===== src/rtl/core/rrw_isqrt.sv =====
`timescale 1ns / 1ps

// Integer square root, one result bit per stage, with a sideband carried alongside.
module rrw_isqrt #(
  parameter int NW  = 64,
  parameter int SBW = 8
) (
  input  logic              clk,
  input  logic              en,
  input  logic [NW-1:0]     rad_in,
  input  logic [SBW-1:0]    sb_in,
  output logic [NW/2-1:0]   root_out,
  output logic [SBW-1:0]    sb_out
);
  localparam int RTW  = NW / 2;
  localparam int REMW = RTW + 3;

  logic [NW-1:0]   rad_r  [RTW-1];
  logic [REMW-1:0] rem_r  [RTW-1];
  logic [RTW-1:0]  root_r [RTW];
  logic [SBW-1:0]  sb_r   [RTW];

  logic [NW-1:0]   rad_p  [RTW];
  logic [REMW-1:0] rem_p  [RTW];
  logic [RTW-1:0]  root_p [RTW];
  logic [SBW-1:0]  sb_p   [RTW];

  for (genvar k = 0; k < RTW; k++) begin : g_stage
    logic [REMW-1:0] rem_sh;
    logic [REMW-1:0] trial;
    logic            take;

    if (k == 0) begin : g_first
      assign rad_p[k]  = rad_in;
      assign rem_p[k]  = '0;
      assign root_p[k] = '0;
      assign sb_p[k]   = sb_in;
    end else begin : g_next
      assign rad_p[k]  = rad_r[k-1];
      assign rem_p[k]  = rem_r[k-1];
      assign root_p[k] = root_r[k-1];
      assign sb_p[k]   = sb_r[k-1];
    end

    assign rem_sh = {rem_p[k][REMW-3:0], rad_p[k][NW-1-2*k -: 2]};
    assign trial  = {1'b0, root_p[k], 2'b01};
    assign take   = (rem_sh >= trial);

    always_ff @(posedge clk) begin
      if (en) begin
        root_r[k] <= {root_p[k][RTW-2:0], take};
        sb_r[k]   <= sb_p[k];
      end
    end

    if (k < RTW - 1) begin : g_carry
      always_ff @(posedge clk) begin
        if (en) begin
          rad_r[k] <= rad_p[k];
          rem_r[k] <= take ? (rem_sh - trial) : rem_sh;
        end
      end
    end
  end

  assign root_out = root_r[RTW-1];
  assign sb_out   = sb_r[RTW-1];

endmodule


===== config.mk =====
export PLATFORM = sky130hd
export DESIGN_NAME = rrw_isqrt
export DESIGN_NICKNAME = d
export VERILOG_FILES = /design/src/rtl/core/rrw_isqrt.sv
export SDC_FILE = /design/constraint.sdc
export NUM_CORES = 2
export LEC_CHECK = 0
export BUFFER_PORTS_ARGS = -buffer_cell sky130_fd_sc_hd__buf_2
export CAP_MARGIN = 20
export CORE_MARGIN = 10
export CORE_UTILIZATION = 35
export DETAILED_ROUTE_END_ITERATION = 12
export HOLD_SLACK_MARGIN = 0.12
export PLACE_DENSITY_LB_ADDON = 0.05
export SYNTH_ARGS = -nofsm -noshare
export SYNTH_HDL_FRONTEND = slang
export SYNTH_MEMORY_MAX_BITS = 65536
export SYNTH_SLANG_ARGS = --single-unit
export TNS_END_PERCENT = 30

===== constraint.sdc =====
create_clock -name clk -period 10.74 [get_ports clk]
set_clock_uncertainty 0.15 [all_clocks]
set_input_delay 3.222 -clock clk [delete_from_list [all_inputs] [get_ports clk]]
set_output_delay 3.222 -clock clk [all_outputs]
set_load 0.01 [all_outputs]

# Word-level counts from Yosys, hierarchy flattened
# Memory sizes are Yosys's and may differ from the RTL's.
# Index checks and enable logic that the tools add are counted.
dict set report totals {
  in_bits 74
  n_memories 4
  elab_cells 100
  reg_bits 0
  output_inout_bits 40
  mem_bits_rw 4349
}
# name words width read_ports rd_ports_with_merged_regs wr line_no
set memory_table {}
lappend memory_table {rad_r 31 64 31 0 31 18} ;# logic [NW-1:0] rad_r [RTW-1];
lappend memory_table {rem_r 31 35 31 0 31 19} ;# logic [REMW-1:0] rem_r [RTW-1];
lappend memory_table {root_r 32 32 32 0 32 20} ;# logic [RTW-1:0] root_r [RTW];
lappend memory_table {sb_r 32 8 32 0 32 21} ;# logic [SBW-1:0] sb_r [RTW];
dict set report classes {
  mux 33
  n_addsub 31
  order_cmp 32
}
# cell count
set ops {}
lappend ops {{>= comparator 35 x 34 -> 1 bit} 31}
lappend ops {{two-way mux 35 bit} 31}
lappend ops {{subtractor 35 x 34 -> 35 bit} 30}
lappend ops {{subtractor 2 x 1 -> 3 bit, second input constant} 1}
lappend ops {{>= comparator 2 x 1 -> 1 bit, second input constant} 1}
lappend ops {{two-way mux 1 bit} 2}

# Depth between registers and ports, before layout
# An unclocked memory read counts as a cell.
dict set report logic_depth {
  ltp_word 3
  ltp_mapped 15
  ltp_nobuf 13
}

# Least setup slack after synthesis
# OpenSTA, ideal clock, no wires.
dict set report synth_timing {
  path_type {in2reg}
  from {in rad_in[62]}
  to {mem root_r[0][0] (netlist name), data pin}
  setup_ns 0.262
  required_time_ns 10.328
  slack_ns 6.841
  arrival_ns 3.486
  stages 1
  path_buffers 0
  cell_sequence {or2_2}
}
# element line_no
set synth_lines {}
lappend synth_lines {{from (decl)} 10} ;# input logic [NW-1:0] rad_in,
lappend synth_lines {{to (decl)} 20}

==> summary.txt <==
Status
  • Status: finished clean

CTS
  • Post-CTS setup buffers: 0
  • CTS sink cnt: 2750
  • TritonCTS clock tree: done
  • Worst-path clk slew: 60 ps
  • CTS Buf Count: 322
  • CTS root buffer: clkbuf_16
  • H-tree depth: 5
  • Post-cts resize count: 0
  • Worst skew pair latency: 900 ps
  • Post-CTS Hold Fix Bufs: 0
  • Clock buffer depth: 4

Die
  • Io pins: 114
  • Cell Rows: 217
  • DIE WIDTH: 613 µm
  • Core footprint: 0.350 mm²
  • Die Span Y: 613 µm
  • Die area: 0.376 mm²
  • Starting Density: 35.2%

Worst setup path
  • Worst Path Max Fanout: 157
  • Required time worst endpoint: 11100 ps
  • Crit path capture type: register
  • Crit path kind: in -> reg
  • Worst setup SP type: input port
  • Critical Path AT: 5270 ps

Yosys
  • Top post-synthesis cells by area: edfxtp_1, ha_1, xor2_1
  • Syn_nets: 9834
  • Cell taking the most area after synthesis: edfxtp_1
  • Yosys top cell area share: 67.0%
  • Cell Area, Synth: 0.123 mm²
  • Syn Inst Count: 9199
  • Netlist cell types: 89
  • FFs w/ async S/R, synth: 0%
  • Main flop type after synthesis: edfxtp_1
  • Yosys reg bits: 2750
  • Synthesized area per cell: 13.4 µm²
  • Register area share after synthesis: 67.0%
  • Number of synthesized flops with an enable pin: 2750
  • Yosys synthesis warning count: 0

Detailed routing
  • Routed vias/inst: 4.92
  • Routed wire length: 271000 µm
  • DR pass1 iterations: 8
  • Antenna-violating nets left: 0
  • Via count: 70906
  • Wire length per cell: 18.8 µm
  • # DRC: 0
  • Iter 0 DRT Violations: 5080

Global route
  • Largest net degree at the start of global routing: 179
  • Gr ovfl total: 0
  • Initial antenna violation count: 8
  • Met2 Usage GRT: 24.5%
  • GR Util met3: 1.86%
  • First-pass GRT wire length: 417000 µm
  • Most used routing layer: met2
  • Overall Global Routing Usage: 13.9%
  • Vias in the first global route: 70561
  • GRT met1 Usage: 17.9%

Place
  • Placed Cells: 13802
  • DPL Wire Length: 191000 µm
  • GP Congestion: 0.830
  • Port Buffer Count: 113

Layout
  • Post-Layout Cell Count: 14407
  • Commonest non-fill, non-tap cell in the layout: edfxtp_1
  • Layout cells sized above 1: 8.10%
  • Fin nets: 10164
  • Most frequent cells in the layout: edfxtp_1, inv_1, nand2_1
  • P&R area growth vs syn: 13.8%

STA
  • Hold_ws: 252 ps
  • Count of final max-slew check failures: 0
  • Max_slew headroom: 27.2%
  • Total Neg Setup Slack: 0 ps
  • Final Hold Fails: 0
  • RSZ-0062 raised after global routing: no
  • Final setup fails: 0
  • Fmax: 204 MHz
  • Slew @ Worst Pin: 1060 ps
  • Period utilisation layout: 45.7%
  • Min Tclk post-route: 4910 ps

Pwr
  • Sequential share of power: 46.4%
  • Sw Ratio: 28.1%
  • Peak VDD IR: 133 µV
  • Internal power: 0.0223 W
  • Comb pwr share: 18.4%
  • Sw power: 0.00873 W
  • Leak Pwr: 52.4 nW
  • Clock power frac: 35.2%
  • Power per standard cell area: 222 mW/mm²

Hold path
  • Hold Path Class: reg -> reg

Run
  • Maxcap violations: 0
[flip-flops by register name, indices dropped and copies added, names as in the netlist]
signal  flops
sb_r      256
rem_r     974
root_r    528
rad_r     992
[kinds of logic after synthesis]
family / after synthesis / share of synthesized area (%)
compound gates: 1788 / 8.83
xor+xnor: 797 / 5.67
fa+ha+maj: 561 / 5.70
buf+inv: 860 / 2.64
flops: 2750 / 67.0
mux: 85 / 0.762
other cells: 1 / 0.00304
simple gates: 2357 / 9.37
[stage by stage]
stage	setup WS, ps	area [µm²]	power [W]	utilization [%]
2_1_floorplan	6840	123000	0.0183	-
3_3_place_gp	5060	130000	0.0204	37.0
3_5_place_dp	4990	130000	0.0204	37.0
4_1_cts	5820	140000	0.0316	40.0
5_1_grt	5430	140000	0.0328	40.1
6_report	5830	140000	0.0311	40.1
[routing by layer]
metal | wire length, µm | vias up
li1 | - | 34838
met1 | 119000 | 34502
met2 | 134000 | 1099
met3 | 9180 | 467
met4 | 8460 | 0
met5 | 0 | -
[synth_stat cells (54+ instances only)]
master    number
a21o_1       224
a21oi_1      550
and3_1        54
clkbuf_1     141
edfxtp_1    2750
ha_1         561
inv_1        698
mux2_2        70
nand2_1      651
nand2b_1     107
nand3_1      142
nand4_1      107
nor2_1       552
nor2b_1      107
nor3_1       232
nor4_1       103
o21a_1        88
o21ai_0      536
or3_1         93
xnor2_1      367
xor2_1       430
[final cells by class]
cell class | instances | area [µm²]
fillers | 32684 | 210000
flip-flops and latches | 2750 | 82600
multi-input cells | 5589 | 37500
clock buffers | 394 | 8460
well taps | 4599 | 5750
inverters | 698 | 2620
clock inverters | 198 | 2060
repair buffers | 168 | 1220
diodes | 11 | 27.5
[power groups by stage]
stage,combinational (W),sequential (W),clock (W)
2_1_floorplan,0.00415,0.0142,0
3_3_place_gp,0.00570,0.0147,0
3_5_place_dp,0.00573,0.0147,0
4_1_cts,0.00578,0.0145,0.0114
5_1_grt,0.00642,0.0145,0.0118
6_report,0.00572,0.0144,0.0109
[critical path: stages]
cell	delay (ps)
buf_12	300
buf_12	470
buf_12	680
[worst paths after layout]
check                start       endpoint  slack (ps)  cells after the start
max                     en  rad_r[0][970]        5830                      3
min reg2reg  rad_r[0][771]  rad_r[0][835]         250                      0
max reg2reg  rem_r[1][353]  rem_r[1][406]        5920                     13
min          rad_r[0][771]  rad_r[0][835]         250                      0
(Power assumes the default switching activity.)
